`config.mk`:
```
export PLATFORM = sky130hd
export DESIGN_NAME = log_line_keyword_classifier
export DESIGN_NICKNAME = d
export VERILOG_FILES = /design/src/sv/llkc_pkg.sv /design/src/sv/llkc_matcher.sv /design/src/sv/llkc_tally.sv /design/src/sv/log_line_keyword_classifier.sv
export VERILOG_INCLUDE_DIRS = /design/src /design/src/sv
export SDC_FILE = /design/constraint.sdc
export NUM_CORES = 1
export LEC_CHECK = 0
export ABC_AREA = 1
export BUFFER_PORTS_ARGS = -buffer_cell sky130_fd_sc_hd__buf_2
export CAP_MARGIN = 10
export CORE_MARGIN = 1
export CORE_UTILIZATION = 55
export CTS_BUF_LIST = sky130_fd_sc_hd__clkbuf_4
export DETAILED_ROUTE_END_ITERATION = 10
export PLACE_DENSITY = 0.75
export SYNTH_ARGS = -nofsm -noshare
export SYNTH_HDL_FRONTEND = slang
export SYNTH_SLANG_ARGS = --single-unit
```
`constraint.sdc`:
```
create_clock -name clk -period 4.2 [get_ports clk]
set_input_delay 0.21 -clock clk [delete_from_list [all_inputs] [get_ports clk]]
set_output_delay 0.21 -clock clk [all_outputs]
set_load 0.005 [all_outputs]
```
`src/sv/log_line_keyword_classifier_macros.svh`:
```
// Assertion macros shared by the keyword classifier modules
`ifndef LOG_LINE_KEYWORD_CLASSIFIER_MACROS_SVH
`define LOG_LINE_KEYWORD_CLASSIFIER_MACROS_SVH

// same-cycle implication, sampled on clk, off during rst
`define LLKC_ASSERT_IMP(label, pre, post, msg) \
  label: assert property (@(posedge clk) disable iff (rst) (pre) |-> (post)) \
    else $error(msg);

// next-cycle implication, sampled on clk, off during rst
`define LLKC_ASSERT_NXT(label, pre, post, msg) \
  label: assert property (@(posedge clk) disable iff (rst) (pre) |=> (post)) \
    else $error(msg);

`endif

```
`src/sv/llkc_pkg.sv`:
```
// Types, keyword constants and match functions of the keyword classifier
`default_nettype none

package llkc_pkg;

  localparam int HIST_DEPTH    = 17;
  localparam int WIN_BYTES     = HIST_DEPTH + 1;
  localparam int FLAG_COUNT    = 6;
  localparam int COUNTER_COUNT = 8;
  localparam int CNT_OUT_BITS  = 32;

  typedef logic [7:0]             byte_t;
  typedef logic [WIN_BYTES*8-1:0] window_t;
  typedef logic [HIST_DEPTH*8-1:0] history_t;
  typedef logic [FLAG_COUNT-1:0]  flags_t;
  typedef logic [1:0]             class_t;
  typedef logic [CNT_OUT_BITS-1:0] count_out_t;

  typedef struct packed {
    logic   valid;
    flags_t flags;
  } line_rec_t;

  localparam class_t CLS_ERROR   = 2'd0;
  localparam class_t CLS_WARNING = 2'd1;
  localparam class_t CLS_INFO    = 2'd2;
  localparam class_t CLS_OTHER   = 2'd3;

  localparam int FLG_ERROR   = 0;
  localparam int FLG_WARN    = 1;
  localparam int FLG_INFO    = 2;
  localparam int FLG_TIMEOUT = 3;
  localparam int FLG_REFUSED = 4;
  localparam int FLG_LOGIN   = 5;

  localparam int CNT_LINES   = 0;
  localparam int CNT_ERROR   = 1;
  localparam int CNT_WARNING = 2;
  localparam int CNT_INFO    = 3;
  localparam int CNT_OTHER   = 4;
  localparam int CNT_TIMEOUT = 5;
  localparam int CNT_REFUSED = 6;
  localparam int CNT_LOGIN   = 7;

  // last character in the low byte, zero padded above
  localparam window_t KW_ERROR    = "ERROR";
  localparam window_t KW_FAIL     = "FAIL";
  localparam window_t KW_CRITICAL = "CRITICAL";
  localparam window_t KW_WARN     = "WARN";
  localparam window_t KW_INFO     = "INFO";
  localparam window_t KW_DEBUG    = "DEBUG";
  localparam window_t KW_TIMEOUT  = "timeout";
  localparam window_t KW_REFUSED  = "connection refused";
  localparam window_t KW_LOGIN    = "failed login";

  localparam int KW_ERROR_LEN    = 5;
  localparam int KW_FAIL_LEN     = 4;
  localparam int KW_CRITICAL_LEN = 8;
  localparam int KW_WARN_LEN     = 4;
  localparam int KW_INFO_LEN     = 4;
  localparam int KW_DEBUG_LEN    = 5;
  localparam int KW_TIMEOUT_LEN  = 7;
  localparam int KW_REFUSED_LEN  = 18;
  localparam int KW_LOGIN_LEN    = 12;

  localparam byte_t CHAR_LOWER_A = 8'h61;
  localparam byte_t CHAR_LOWER_Z = 8'h7a;
  localparam byte_t CASE_OFFSET  = 8'h20;

  function automatic byte_t fold_upper(input byte_t c);
    if (c >= CHAR_LOWER_A && c <= CHAR_LOWER_Z) begin
      return c - CASE_OFFSET;
    end
    return c;
  endfunction

  // window byte 0 is the current byte, byte k the one k places before it
  function automatic logic kw_hit(input window_t win, input window_t pat,
                                  input int len, input logic fold);
    logic  hit;
    byte_t w;
    hit = 1'b1;
    for (int k = 0; k < WIN_BYTES; k++) begin
      w = fold ? fold_upper(win[8*k +: 8]) : win[8*k +: 8];
      if (k < len && w != pat[8*k +: 8]) begin
        hit = 1'b0;
      end
    end
    return hit;
  endfunction

  function automatic flags_t scan_window(input window_t win);
    flags_t hits;
    hits = '0;
    hits[FLG_ERROR]   = kw_hit(win, KW_ERROR, KW_ERROR_LEN, 1'b1)
                      | kw_hit(win, KW_FAIL, KW_FAIL_LEN, 1'b1)
                      | kw_hit(win, KW_CRITICAL, KW_CRITICAL_LEN, 1'b1);
    hits[FLG_WARN]    = kw_hit(win, KW_WARN, KW_WARN_LEN, 1'b1);
    hits[FLG_INFO]    = kw_hit(win, KW_INFO, KW_INFO_LEN, 1'b1)
                      | kw_hit(win, KW_DEBUG, KW_DEBUG_LEN, 1'b1);
    hits[FLG_TIMEOUT] = kw_hit(win, KW_TIMEOUT, KW_TIMEOUT_LEN, 1'b0);
    hits[FLG_REFUSED] = kw_hit(win, KW_REFUSED, KW_REFUSED_LEN, 1'b0);
    hits[FLG_LOGIN]   = kw_hit(win, KW_LOGIN, KW_LOGIN_LEN, 1'b0);
    return hits;
  endfunction

endpackage

`default_nettype wire

```
`src/sv/llkc_matcher.sv`:
```
// Input register, byte history and per-line keyword flags
`default_nettype none
`include "log_line_keyword_classifier_macros.svh"

module llkc_matcher (
  input  logic              clk,
  input  logic              rst,
  input  logic              in_valid,
  output logic              in_stall,
  input  llkc_pkg::byte_t   text_byte,
  input  logic              byte_present,
  input  logic              line_end,
  output llkc_pkg::line_rec_t rec,
  input  logic              rec_take
);
  import llkc_pkg::*;

  logic     iv;
  byte_t    ibyte;
  logic     ipres;
  logic     iend;
  history_t history;
  flags_t   flags;
  flags_t   flags_next;
  window_t  window;
  logic     rec_free;
  logic     i_move;

  assign rec_free   = !rec.valid || rec_take;
  assign i_move     = iv && (!iend || rec_free);
  assign in_stall   = iv && !i_move;
  assign window     = {history, ibyte};
  assign flags_next = flags | (ipres ? scan_window(window) : '0);

  always_ff @(posedge clk) begin
    if (rst) begin
      iv        <= 1'b0;
      history   <= '0;
      flags     <= '0;
      rec.valid <= 1'b0;
    end else begin
      if (!in_stall) begin
        iv <= in_valid;
      end
      if (i_move) begin
        if (iend) begin
          history <= '0;
          flags   <= '0;
        end else if (ipres) begin
          history <= {history[HIST_DEPTH*8-9:0], ibyte};
          flags   <= flags_next;
        end
      end
      if (i_move && iend) begin
        rec.valid <= 1'b1;
        rec.flags <= flags_next;
      end else if (rec_take) begin
        rec.valid <= 1'b0;
      end
    end
  end

  always_ff @(posedge clk) begin
    if (in_valid && !in_stall) begin
      ibyte <= text_byte;
      ipres <= byte_present;
      iend  <= line_end;
    end
  end

  `LLKC_ASSERT_IMP(a_stall_only_on_end, in_stall, iv && iend, "stall without held line end")
  `LLKC_ASSERT_NXT(a_end_makes_rec, i_move && iend, rec.valid, "line end lost")
  `LLKC_ASSERT_NXT(a_end_clears_flags, i_move && iend, flags == '0, "flags not cleared")

endmodule

`default_nettype wire

```
`src/sv/llkc_tally.sv`:
```
// Line classification, saturating counters and result register
`default_nettype none
`include "log_line_keyword_classifier_macros.svh"

module llkc_tally #(
  parameter int COUNT_BITS = 32
) (
  input  logic                 clk,
  input  logic                 rst,
  input  llkc_pkg::line_rec_t  rec,
  output logic                 rec_take,
  output logic                 out_valid,
  input  logic                 out_stall,
  output llkc_pkg::class_t     line_class,
  output logic                 timeout_seen,
  output logic                 refused_seen,
  output logic                 login_fail_seen,
  output llkc_pkg::count_out_t count_out [llkc_pkg::COUNTER_COUNT]
);
  import llkc_pkg::*;

  logic [COUNT_BITS-1:0]    counts [COUNTER_COUNT];
  class_t                   cls;
  logic [COUNTER_COUNT-1:0] inc;

  assign rec_take = rec.valid && (!out_valid || !out_stall);

  always_comb begin
    if (rec.flags[FLG_ERROR]) begin
      cls = CLS_ERROR;
    end else if (rec.flags[FLG_WARN]) begin
      cls = CLS_WARNING;
    end else if (rec.flags[FLG_INFO]) begin
      cls = CLS_INFO;
    end else begin
      cls = CLS_OTHER;
    end
    inc              = '0;
    inc[CNT_LINES]   = 1'b1;
    inc[CNT_ERROR]   = (cls == CLS_ERROR);
    inc[CNT_WARNING] = (cls == CLS_WARNING);
    inc[CNT_INFO]    = (cls == CLS_INFO);
    inc[CNT_OTHER]   = (cls == CLS_OTHER);
    inc[CNT_TIMEOUT] = rec.flags[FLG_TIMEOUT];
    inc[CNT_REFUSED] = rec.flags[FLG_REFUSED];
    inc[CNT_LOGIN]   = rec.flags[FLG_LOGIN];
  end

  always_comb begin
    for (int i = 0; i < COUNTER_COUNT; i++) begin
      count_out[i] = CNT_OUT_BITS'(counts[i]);
    end
  end

  always_ff @(posedge clk) begin
    if (rst) begin
      out_valid <= 1'b0;
      for (int i = 0; i < COUNTER_COUNT; i++) begin
        counts[i] <= '0;
      end
    end else begin
      if (rec_take) begin
        out_valid <= 1'b1;
      end else if (!out_stall) begin
        out_valid <= 1'b0;
      end
      for (int i = 0; i < COUNTER_COUNT; i++) begin
        if (rec_take && inc[i] && counts[i] != '1) begin
          counts[i] <= counts[i] + 1'b1;
        end
      end
    end
  end

  always_ff @(posedge clk) begin
    if (rec_take) begin
      line_class      <= cls;
      timeout_seen    <= rec.flags[FLG_TIMEOUT];
      refused_seen    <= rec.flags[FLG_REFUSED];
      login_fail_seen <= rec.flags[FLG_LOGIN];
    end
  end

  `LLKC_ASSERT_NXT(a_take_loads_out, rec_take, out_valid, "result not loaded")
  `LLKC_ASSERT_NXT(a_hold_counts, out_valid && out_stall, $stable(counts[CNT_LINES]), "count moved under stall")
  `LLKC_ASSERT_NXT(a_lines_nonzero, rec_take, counts[CNT_LINES] != '0, "line count not bumped")

endmodule

`default_nettype wire

```
`src/sv/log_line_keyword_classifier.sv`:
```
// Log line keyword classifier: top level
// Input channel: in_valid / in_stall carry one request per cycle, unless
// stalled, with text_byte, byte_present and line_end. byte_present low
// with line_end low is an idle request; byte_present low with line_end high
// ends a line with no byte. Keywords are matched against an 18-byte window
// (current byte and 17 before it) held in registers, so every cycle can take
// a new byte. Output channel: out_valid / out_stall carry one result per
// finished line: class, three keyword flags and eight running line counts.
// Path: a line-end request goes from the input register to the line record,
// then to the result register. Throughput: one request per cycle unless
// stalled, set by the single window compare stage; the result register lets
// input flow on while a result waits.
// Stall: when the result register and the line record both hold unaccepted
// lines, in_stall rises only when a further line end is pending; plain
// bytes keep flowing.
// Reset clears the byte history, flags and all counters (COUNT_BITS wide,
// saturating, low 32 bits shown).
`default_nettype none

module log_line_keyword_classifier #(
  parameter int COUNT_BITS = 32
) (
  input  logic                   clk,
  input  logic                   rst,
  input  logic                   in_valid,
  output logic                   in_stall,
  input  llkc_pkg::byte_t        text_byte,
  input  logic                   byte_present,
  input  logic                   line_end,
  output logic                   out_valid,
  input  logic                   out_stall,
  output llkc_pkg::class_t       line_class,
  output logic                   timeout_seen,
  output logic                   refused_seen,
  output logic                   login_fail_seen,
  output llkc_pkg::count_out_t   lines_total,
  output llkc_pkg::count_out_t   error_lines,
  output llkc_pkg::count_out_t   warning_lines,
  output llkc_pkg::count_out_t   info_lines,
  output llkc_pkg::count_out_t   other_lines,
  output llkc_pkg::count_out_t   timeout_lines,
  output llkc_pkg::count_out_t   refused_lines,
  output llkc_pkg::count_out_t   login_fail_lines
);
  import llkc_pkg::*;

  line_rec_t  rec;
  logic       rec_take;
  count_out_t count_out [COUNTER_COUNT];

  llkc_matcher u_matcher (
    .clk          (clk),
    .rst          (rst),
    .in_valid     (in_valid),
    .in_stall     (in_stall),
    .text_byte    (text_byte),
    .byte_present (byte_present),
    .line_end     (line_end),
    .rec          (rec),
    .rec_take     (rec_take)
  );

  llkc_tally #(
    .COUNT_BITS (COUNT_BITS)
  ) u_tally (
    .clk             (clk),
    .rst             (rst),
    .rec             (rec),
    .rec_take        (rec_take),
    .out_valid       (out_valid),
    .out_stall       (out_stall),
    .line_class      (line_class),
    .timeout_seen    (timeout_seen),
    .refused_seen    (refused_seen),
    .login_fail_seen (login_fail_seen),
    .count_out       (count_out)
  );

  assign lines_total      = count_out[CNT_LINES];
  assign error_lines      = count_out[CNT_ERROR];
  assign warning_lines    = count_out[CNT_WARNING];
  assign info_lines       = count_out[CNT_INFO];
  assign other_lines      = count_out[CNT_OTHER];
  assign timeout_lines    = count_out[CNT_TIMEOUT];
  assign refused_lines    = count_out[CNT_REFUSED];
  assign login_fail_lines = count_out[CNT_LOGIN];

endmodule

`default_nettype wire

```
Word-level counts from Yosys, hierarchy flattened:

Memory sizes are Yosys's and may differ from the RTL's.
Index checks and enable logic that the tools add are counted.

* bits in registers: 166
* bits in writable memories: 256
* input port bits: 14
* output and inout port bits: 263
* logic and storage cells: 313
* memories: 1

* add/sub/neg operators: 16
* magnitude comparators: 16
* eq/ne operators: 76
* multiplexer cells: 136
* bitwise operators: 13
* reduce and logical (&&, ||, !) cells: 42

Memories
* u_tally.counts: words 8, bits a word 32, rd ports 8, clocked after memory_dff 0, wr ports 8, RTL line llkc_tally.sv:22 `logic [COUNT_BITS-1:0] counts [COUNTER_COUNT];`

Operator list (number)
* $ne 8x7->1 const B: 62
* $mux 136: 2
* $add 32x1->32 const B: 8
* $mux 32: 8
* $ne 32x32->1 const B: 8
* $mux 8: 16
* $mux 1: 105
* $ge 8x7->1 const B: 8
* $le 8x7->1 const B: 8
* $sub 8x6->8 const B: 8
* $logic_and 1x1->1: 28
* $mux 6: 3
* $ne 8x6->1 const B: 2
* $or 1x1->1: 11
* $logic_not 1->1: 6
* $or 6x6->6: 1
* $eq 2x2->1 const B: 2
* $mux 2: 2
* $reduce_and 2->1: 2
* $reduce_bool 2->1: 2
* $logic_or 1x1->1: 3
* $eq 2x1->1 const B: 1
* $logic_not 2->1: 1
* $ne 2x1->1 const B: 1
* $not 1->1: 1

Logic depth before layout (Yosys ltp):

Gate-level depths: netlist of run 1.

* depth after elaboration: 23
* depth in mapped cells: 17

By module:

A second synthesis of run 1 with hierarchy kept.

* cell total of the unflattened synthesis: 3179
* area, all modules: 23851.6 um2

Modules (own cells, without submodules)
* llkc_tally: times used 1, cells an instance 2094, area each 16380.7 um2
* llkc_matcher: times used 1, cells an instance 1085, area each 7470.9 um2

Least setup slack after synthesis of run 1:

Ideal clock, no wire load.

* path kind: reg2reg
* start point: mem u_tally.counts[4][0], in the netlist u_tally.counts[1][0]
* end point: mem u_tally.counts[4][0], in the netlist u_tally.counts[1][0] (enable)
* data arrival time: 3644 ps
* required time: 3734 ps
* slack: 91 ps
* stages on the path, launching flop included: 13
* path buffers: 0
* cells stage by stage: edfxtp_1 ha_1 nand2_1 inv_1 nand2_1 nor2_2 nand4_2 nor2_4 nand2_2 nor2_4 nand2_1 o21ai_2 o21ai_0

RTL lines (RTL line)
* start: declaration: llkc_tally.sv:22

==> results by group, run 1 <==
Clock network
  • TritonCTS clock tree: built
  • Root cell of the clock tree: clkbuf_4
  • Cts bufs inserted: 111
  • Maximum count of clock buffers along a single path: 3
  • H-tree depth reported by CTS: 3
  • Clock edge transition at the registers on the reported setup and hold paths: 0.07 ns
  • Clock sinks: 422
  • Setup fix buffers added after clock tree synthesis: 0
  • Clock latency at the later pin of the worst-skew pair: 0.81 ns

Timing
  • Maximum clock frequency: 336 MHz
  • Final Cycle Share: 70.9%
  • Total of endpoints with negative setup slack in the final report: 0
  • Clk_skew: 0.0615 ns
  • Final hold vios: 0
  • Worst max-slew margin expressed relative to the limit: 31.0%
  • RSZ-0062 raised after global routing: no
  • Max-slew violation count: 0
  • Minimum period implied by the final worst setup slack: 2.98 ns
  • Total Negative Setup Slacks: 0 ns
  • Measured slew at the worst slew-check pin: 1.03 ns

Pwr
  • Power per unit of standard cell area: 344 nW/um^2
  • Worst VDD drop: 0.268 mV
  • Proportion of total power due to net switching: 25.7%
  • Clock power frac: 39.5%
  • Share of total power in combinational logic: 7.1%
  • Net switching power: 2290 uW
  • Flop pwr share: 53.4%
  • Static Leak: 0.0104 uW
  • Internal power: 6610 uW

Floorplan
  • Die boundary height: 204 um
  • Starting Density: 56.1%
  • Full die area: 41600 um^2
  • Number of I/O pins: 277
  • # rows: 73
  • Area of the core region: 40000 um^2
  • Floorplan die width: 204 um

Min path
  • Hold crit path type: in2reg

Route
  • DRC errors left: 0
  • Average wire per cell in the routed design: 15.3 um
  • Total wire length: 57600 um
  • Drt via density: 5.39
  • DRT Pass-1 Iters: 6
  • Number of violations reported at the end of detailed-routing iteration 0: 1728
  • Remaining antenna violation count: 0
  • Number of vias after detailed routing: 20300

Synth
  • Number of cells produced by synthesis: 2809
  • Leading cell types by total area after synthesis: edfxtp_1 (37%), dfxtp_1 (13%), nand2_1 (12%), inv_1 (6.1%), nor2_1 (5.4%)
  • Area leader, netlist: edfxtp_1
  • Yosys warning total: 0
  • Average instance area after synthesis: 7.99 um^2
  • Sequential area share after synthesis: 50.0%
  • Area share of the largest cell type after synthesis: 37.0%
  • Distinct cell type count of the synthesized netlist: 53
  • #FFs+latches synth: 422
  • Post-Synthesis Net Count: 2841
  • Area of the mapped netlist: 22500 um^2

Place
  • DP HPWL: 41200 um
  • Final weighted congestion in routability-driven placement: 0.924
  • Number of buffer cells added on primary ports: 276
  • Inst Count DP: 3555

Layout
  • Synth-to-Final Area Change: 15.2%
  • Post-route non-filler standard cell count: 3777
  • Nets: 3191
  • Number of fill cells: 3461
  • Ratio of cells with drive above 1 in the final layout: 17.5%

Worst setup path
  • CP endpoint kind: register
  • Type of the setup path with the least slack: reg2reg
  • Startpoint class of the critical path: register
  • Max incr delay on CP: 0.41 ns
  • Arrival time at the worst endpoint: 3.49 ns
  • Critical path buffer and inverter count: 3
  • Cell-by-cell trace of the critical path: ha_1 -> nand2_1 -> inv_1 -> nand4_1 -> nor2_1 -> nand3_1 -> nor2_1 -> nand3_1 -> nor2_1 -> inv_1 -> o211ai_1 -> nand2_1 -> buf_4
  • Cell repeated most along the worst path: nor2_1
  • Family with the most delay on the worst path: simple AND/OR/NAND/NOR gates
  • Largest driver fanout on the critical path: 19
  • CP required: 4.71 ns
  • Slowest cell on the critical path: buf_4

Global route
  • Vias in the first global route: 18800
  • Pin count of the biggest net entering global routing: 137
  • First-pass GRT wire length: 91900 um
  • Final global-route overflow total: 0
  • Global router's overall resource usage: 27.1%
  • Antenna violations before repair: 2

Run
  • Maxcap violations: 0

Run status
  • Result of the run: complete, no violations
==> placed cells by master, fill, tap and decap left out, types with 6 or more instances in the layout <==
master / synthesis / routed
a21oi_1: 240 / 240
and3_1: 14 / 14
buf_2: 11 / 275
buf_4: 8 / 14
clkbuf_4: 0 / 167
clkinv_1: 0 / 26
clkinv_2: 0 / 6
dfxtp_1: 145 / 145
dlygate4sd3_1: 0 / 16
edfxtp_1: 277 / 277
ha_1: 18 / 18
inv_1: 366 / 366
nand2_1: 701 / 701
nand2_2: 14 / 14
nand3_1: 103 / 103
nand3b_1: 6 / 6
nand4_1: 72 / 72
nor2_1: 321 / 321
nor2_2: 24 / 23
nor3_1: 127 / 127
nor3b_1: 54 / 54
nor4_1: 42 / 42
o21a_1: 10 / 10
o21ai_0: 63 / 61
or2_2: 29 / 29
xnor2_1: 26 / 26
xor2_1: 33 / 33
==> metal layers <==
metal / routed length (um) / GRT usage, %
met5: 0 / 0
met1: 24900 / 35.8
met2: 26900 / 43.6
met4: 1650 / 10.5
met3: 4140 / 5.64
==> per-stage QoR <==
step | hold WS (ns) | cell area [um^2] | total power, uW | util, % | setup WS [ns]
final | 0.132 | 25900 | 8900 | 64.7 | 1.22
after global routing | 0.0550 | 25900 | 9310 | 64.7 | 0.855
after CTS | 0.0330 | 25900 | 8980 | 64.6 | 1.24
after detailed placement | 0.388 | 24300 | 5450 | 60.7 | 1.25
after global placement | 0.387 | 24300 | 5430 | 60.7 | 1.33
after floorplan | 0.309 | 22500 | 5160 | - | 0.0905
==> final timing paths <==
check | from | to | cells after the start | slack, ns
worst max-delay path | u_tally.counts[1][64] | u_tally.counts[1][68] | 13 | 1.22
worst min-delay path | text_byte[1] | u_matcher.ibyte[1] | 2 | 0.13
worst max register to register | u_tally.counts[1][64] | u_tally.counts[1][68] | 13 | 1.22
worst min register to register | u_matcher.rec[5] | u_tally.login_fail_seen | 0 | 0.46
==> power groups by stage <==
stage               Clock [uW]  Combinational (uW)  Sequential (uW)
floorplan                    0                 347             4810
global placement             0                 603             4830
detailed placement           0                 613             4840
CTS                       3610                 628             4750
global route              3840                 699             4770
finish                    3520                 629             4750
==> synthesized netlist by cell type (all sizes together) <==
library cell / count
nand3: 106
xor2: 33
nor4b: 1
buf: 30
nor3: 133
o311ai: 1
and3: 14
a31o: 1
xnor2: 26
a41oi: 1
a21o: 1
a31oi: 5
o221a: 2
a211oi: 1
nand2: 715
nor3b: 56
nor2: 349
nand3b: 7
inv: 370
dfxtp: 145
nor4: 46
a21oi: 240
edfxtp: 277
o211ai: 2
o21a: 10
clkbuf: 40
ha: 18
or2: 30
and3b: 2
o21bai: 1
nand4: 74
o21ai: 67
o31ai: 5
==> cell type report <==
class	count	area, um^2	area share [%]
sequential	422	11200	43.4
multi-input combinational	1947	9510	36.8
timing repair buffer	307	1670	6.47
inverter	370	1390	5.38
clock buffer	167	1250	4.85
tap	525	657	2.54
clock inverter	36	153	0.590
antenna	3	7.51	0.0290
==> state kept, by name, summed over array words and instances, names as in the netlist, 2 cells and up <==
signal and count:
u_matcher.flags 6, u_matcher.history 136, u_matcher.ibyte 8, u_matcher.rec 7, u_tally.counts 256, u_tally.line_class 2
==> kinds of logic (layout without fill, tap and decap cells) <==
group / Yosys count / after routing / share of synthesized area [%]
flip-flops: 422 / 422 / 50.0
AO/OA/AOI/OAI: 337 / 337 / 7.92
AND/OR/NAND/NOR: 1533 / 1533 / 31.1
adder cells (fa/ha/maj): 18 / 18 / 1.00
XOR/XNOR: 59 / 59 / 2.30
other: 0 / 3 / 0
buffers and inverters: 440 / 880 / 7.74
==> timing repair <==
action                     4_1_cts  5_1_grt
setup endpoints to repair        0        0
hold buffers                    16        0
resized for setup                0        0
hold endpoints to repair        74        0
Note: power is estimated with default switching activity, not from simulation.
==> run 2: changes to the inputs <==
Settings changed: CORE_UTILIZATION 55 to 61, PLACE_DENSITY 0.75 to 0.79.
Clock period 4.2 ns to 2.9 ns, I/O delays scaled along.
==> results by group, run 2 (synthesized netlist as in run 1, its figures left out) <==
Layout
  • Number of fill cells: 2867
  • Nets: 3209
  • Largest register FFs: 256
  • Synth-to-Final Area Change: 16.0%
  • Top register by number of flip-flops: u_tally.counts
  • Top library cells by usage in the layout, fill and taps aside: nand2_1 (701), inv_1 (366), nor2_1 (320)
  • Ratio of cells with drive above 1 in the final layout: 18.0%
  • Sequential standard cell area: 11200 um^2
  • Most common library cell in the layout ignoring fill and taps: nand2_1
  • Design area: 26000 um^2
  • Area of the multi-input gates: 9510 um^2
  • Registers with the most flip-flops: u_tally.counts: 256 flops, u_matcher.history: 136 flops, u_matcher.ibyte: 8 flops

Route
  • DRT Pass-1 Iters: 6
  • Average wire per cell in the routed design: 15.8 um
  • Drt via density: 5.57
  • Remaining antenna violation count: 0
  • Number of vias after detailed routing: 20800
  • DRC errors left: 0
  • Number of violations reported at the end of detailed-routing iteration 0: 1395
  • Total wire length: 58900 um

Pwr
  • Overall power after layout: 12900 uW
  • Worst VDD drop: 0.492 mV
  • Static Leak: 0.0105 uW
  • Power per unit of standard cell area: 497 nW/um^2

Min path
  • Endpoint of the worst hold path: u_matcher.ibyte[5]
  • Startpoint of the tightest hold check path: text_byte[5]
  • Number of instances on the worst hold path: 2
  • Hold crit path type: in2reg

Floorplan
  • Area of the core region: 35900 um^2
  • # rows: 69
  • Starting Density: 62.5%
  • Floorplan die width: 194 um
  • Die boundary height: 194 um
  • Full die area: 37600 um^2
  • Number of I/O pins: 277

Global route
  • Final global-route overflow total: 0
  • Antenna violations before repair: 1
  • Pin count of the biggest net entering global routing: 79
  • Global router's overall resource usage: 30.8%
  • First-pass GRT wire length: 95600 um
  • Vias in the first global route: 19700

Worst setup path
  • CP required: 3.43 ns
  • CP endpoint kind: register
  • Slowest cell on the critical path: inv_2
  • Cell-by-cell trace of the critical path: ha_1 -> nand2_1 -> inv_1 -> nand3b_4 -> nor2_4 -> nand2_2 -> nor2_2 -> nand2_2 -> nor2_2 -> nand2_2 -> o21ai_2 -> nor2_2 -> inv_2 -> nor3b_1
  • Largest driver fanout on the critical path: 29
  • Max incr delay on CP: 0.41 ns
  • Startpoint class of the critical path: register
  • Reg2Reg Capture Point: u_tally.counts[0][31]
  • Flop2flop setup slack: 0.28 ns
  • Worst reg2reg path startpoint: u_tally.counts[0][0]
  • Arrival time at the worst endpoint: 3.15 ns
  • Type of the setup path with the least slack: reg2reg
  • R2R depth: 14
  • Critical path buffer and inverter count: 2
  • Family with the most delay on the worst path: simple AND/OR/NAND/NOR gates
  • Worst path depth: 14

Place
  • Number of buffer cells added on primary ports: 276
  • DP HPWL: 42000 um
  • Dpl cell area: 24400 um^2
  • Final weighted congestion in routability-driven placement: 0.986

Clock network
  • Cts bufs inserted: 110
  • Clock latency at the later pin of the worst-skew pair: 0.81 ns
  • TritonCTS clock tree: built
  • Clock sinks: 422
  • H-tree depth reported by CTS: 3
  • Maximum count of clock buffers along a single path: 3
  • Clock edge transition at the registers on the reported setup and hold paths: 0.07 ns
  • Root cell of the clock tree: clkbuf_4

Run
  • Maxcap violations: 0

Timing
  • RSZ-0062 raised after global routing: no
  • Minimum period implied by the final worst setup slack: 2.62 ns
  • Measured slew at the worst slew-check pin: 0.847 ns
  • Worst max-slew margin expressed relative to the limit: 43.5%
  • Maximum clock frequency: 382 MHz
  • Clk_skew: 0.0483 ns
  • Total Negative Setup Slacks: 0 ns
  • Max-slew violation count: 0
  • Final hold vios: 0
  • Final Cycle Share: 90.2%
  • Total of endpoints with negative setup slack in the final report: 0

Run status
  • Result of the run: complete, no violations
run 2: area by class of cell:
type / instances / share of cell area (%)
antenna: 2 / 0.0192
clock buffer: 170 / 4.90
clock inverter: 31 / 0.514
timing repair buffer: 326 / 7.38
multi-input combinational: 1947 / 36.5
sequential: 422 / 43.1
inverter: 370 / 5.35
tap: 461 / 2.21
run 2: how the worst max path moves through the flow:
stage                          startpoint                endpoint  slack, ns
floorplan           u_tally.counts[1][96]  u_tally.counts[1][100]       0.12
CTS                  u_tally.counts[0][0]   u_tally.counts[0][31]       0.27
finish               u_tally.counts[0][0]   u_tally.counts[0][31]       0.28
global route        u_tally.counts[1][96]  u_tally.counts[1][126]       0.04
detailed placement   u_tally.counts[0][0]    u_tally.counts[0][6]       0.30
global placement     u_tally.counts[0][0]   u_tally.counts[0][31]       0.45
run 2: what timing repair did:
item	4_1_cts	5_1_grt
endpoints found under the setup margin	0	1
setup buffers	0	0
gates resized for setup	0	1
endpoints found under the hold margin	76	0
hold buffers	19	0
run 2: per-layer routing:
metal,track usage [%],vias to the layer above,wire (um)
met5,0,-,0
met4,11.6,0,1650
met3,5.08,120,4300
met2,52.0,777,28400
met1,39.9,9732,24500
li1,-,10100,-
run 2: worst reg2reg max path, cell delays in order (launching register included):
cell	delay (ns)
edfxtp_1	0.39
ha_1	0.21
nand2_1	0.08
inv_1	0.14
nand3b_4	0.11
nor2_4	0.13
nand2_2	0.09
nor2_2	0.14
nand2_2	0.08
nor2_2	0.14
nand2_2	0.08
o21ai_2	0.17
nor2_2	0.07
inv_2	0.41
nor3b_1	0.11
run 2: metrics by stage:
stage,worst slack (ns),std cells,hold WS (ns),util [%]
after global routing,0.0357,3728,0.0293,72.5
after CTS,0.272,3727,0.0159,72.5
after floorplan,0.122,2809,0.244,-
after detailed placement,0.299,3507,0.323,68.0
after global placement,0.449,3507,0.323,68.0
final,0.283,3729,0.0884,72.5
run 2: power by group:
group          internal [uW]  switching (uW)  total [uW]  leakage [uW]
clock network           2670            2460        5120      0.000848
logic                    345             602         946       0.00573
registers               6620             256        6880       0.00393
total                   9630            3310       12900        0.0105
==> run 3: changes to the inputs <==
==> constraint.sdc (replaced) <==
create_clock -name clk -period 2.9 [get_ports clk]
set_input_delay 0.725 -clock clk [delete_from_list [all_inputs] [get_ports clk]]
set_output_delay 0.725 -clock clk [all_outputs]
set_load 0.005 [all_outputs]
==> results by group, run 3 (synthesized netlist as in run 1, its figures left out) <==
Route
  • Average wire per cell in the routed design: 15.3 um
  • DRT Pass-1 Iters: 5
  • Drt via density: 5.50
  • DRC errors left: 0
  • Number of vias after detailed routing: 20400
  • Total wire length: 56900 um
  • Remaining antenna violation count: 0
  • Number of violations reported at the end of detailed-routing iteration 0: 1528

Place
  • Number of buffer cells added on primary ports: 276
  • DP HPWL: 41000 um
  • Final weighted congestion in routability-driven placement: 0.952
  • Pre-CTS setup slack: 0.200 ns

Clock network
  • Root cell of the clock tree: clkbuf_4
  • Setup fix buffers added after clock tree synthesis: 0
  • Clock sinks: 422
  • CTS resizes: 0
  • TritonCTS clock tree: built
  • Clock edge transition at the registers on the reported setup and hold paths: 0.07 ns
  • Clock latency at the later pin of the worst-skew pair: 0.81 ns
  • H-tree depth reported by CTS: 3
  • Maximum count of clock buffers along a single path: 3
  • Quantity of hold-fixing buffers added after cts: 0
  • Cts bufs inserted: 110

Worst setup path
  • Type of the setup path with the least slack: reg2reg
  • Max incr delay on CP: 0.40 ns
  • Startpoint class of the critical path: register
  • CP endpoint kind: register
  • Arrival time at the worst endpoint: 3.13 ns
  • Critical path buffer and inverter count: 2
  • Worst reg2reg path startpoint: u_tally.counts[0][96]
  • Slowest cell on the critical path: edfxtp_1
  • CP required: 3.44 ns
  • Largest driver fanout on the critical path: 25
  • Cell-by-cell trace of the critical path: ha_1 -> nand2_1 -> inv_1 -> nand2_1 -> nor2_1 -> nand2_1 -> nor2_2 -> nand2_1 -> nor2_1 -> nand4_1 -> nand4_2 -> buf_12 -> nor3b_1
  • Family with the most delay on the worst path: simple AND/OR/NAND/NOR gates
  • Cell repeated most along the worst path: nand2_1
  • Launching element of the worst setup path: u_tally.counts[0][96]

Timing
  • RSZ-0062 raised after global routing: no
  • Minimum period implied by the final worst setup slack: 2.59 ns
  • Final Cycle Share: 89.3%
  • Total Negative Setup Slacks: 0 ns
  • Clk_skew: 0.0413 ns
  • Final Worst Setup Slack: 0.310 ns
  • Maximum clock frequency: 386 MHz
  • Final hold vios: 0
  • Total of endpoints with negative setup slack in the final report: 0
  • Measured slew at the worst slew-check pin: 0.977 ns
  • Worst max-slew margin expressed relative to the limit: 34.6%
  • Max-slew violation count: 0

Floorplan
  • Starting Density: 62.5%
  • Number of I/O pins: 277
  • Full die area: 37600 um^2
  • Floorplan die width: 194 um
  • Area of the core region: 35900 um^2
  • Die boundary height: 194 um
  • # rows: 69

Layout
  • Nets: 3188
  • Most common library cell in the layout ignoring fill and taps: nand2_1
  • Top library cells by usage in the layout, fill and taps aside: nand2_1 (701), inv_1 (366), nor2_1 (321)
  • Largest register FFs: 256
  • Number of fill cells: 2904
  • Ratio of cells with drive above 1 in the final layout: 18.0%
  • Synth-to-Final Area Change: 15.6%
  • Top register by number of flip-flops: u_tally.counts
  • Registers with the most flip-flops: u_tally.counts: 256 flops, u_matcher.history: 136 flops, u_matcher.ibyte: 8 flops

Pwr
  • Static Leak: 0.0105 uW
  • Power per unit of standard cell area: 502 nW/um^2
  • Worst VDD drop: 0.389 mV

Global route
  • Global router's overall resource usage: 30.0%
  • Vias in the first global route: 19300
  • Pin count of the biggest net entering global routing: 77
  • First-pass GRT wire length: 93100 um
  • Antenna violations before repair: 4
  • Final global-route overflow total: 0

Run
  • Maxcap violations: 0

Min path
  • Startpoint of the tightest hold check path: text_byte[5]
  • Hold crit path type: in2reg

Run status
  • Result of the run: complete, no violations
==> run 3: worst paths after layout <==
path	end	slack, ns	depth (start not counted)
setup / recovery	u_tally.counts[0][107]	0.31	13
hold reg to reg	u_matcher.history[30]	0.46	2
setup reg to reg	u_tally.counts[0][107]	0.31	13
hold / removal	u_matcher.ibyte[5]	0.1	1
==> run 3: per-layer routing <==
metal	part of all wire, %	vias to the layer above	GRT usage [%]
li1	-	10100	-
met1	42	9479	39.2
met2	47	685	48.8
met3	6.8	144	4.96
met4	3.8	0	14.6
met5	0	-	0
==> run 3: final cells by class <==
class / instances / area, um^2 / share of cell area, %
inverters: 370 / 1390 / 5.36
clock inverters: 35 / 208 / 0.800
repair buffers: 305 / 1790 / 6.91
diodes: 4 / 10.0 / 0.0386
flip-flops and latches: 422 / 11200 / 43.2
well taps: 461 / 577 / 2.22
multi-input cells: 1947 / 9510 / 36.6
clock buffers: 166 / 1250 / 4.80
==> run 3: per-stage QoR <==
step / total power (uW) / utilization (%) / hold WS [ns] / std cells / area (um^2)
6_report: 13000 / 72.3 / 0.0978 / 3710 / 26000
5_1_grt: 13600 / 72.3 / 0.0395 / 3710 / 26000
4_1_cts: 13200 / 72.2 / 0.0123 / 3706 / 25900
2_1_floorplan: 7460 / - / 0.427 / 2809 / 22500
3_5_place_dp: 7910 / 68.2 / 0.456 / 3505 / 24500
3_3_place_gp: 7880 / 68.2 / 0.447 / 3505 / 24500
==> run 3: report_power, final <==
part | internal [uW] | switching (uW) | leakage (uW)
sequential | 6620 | 257 | 0.00393
clock | 2790 | 2450 | 0.000861
combinational | 332 | 586 | 0.00567
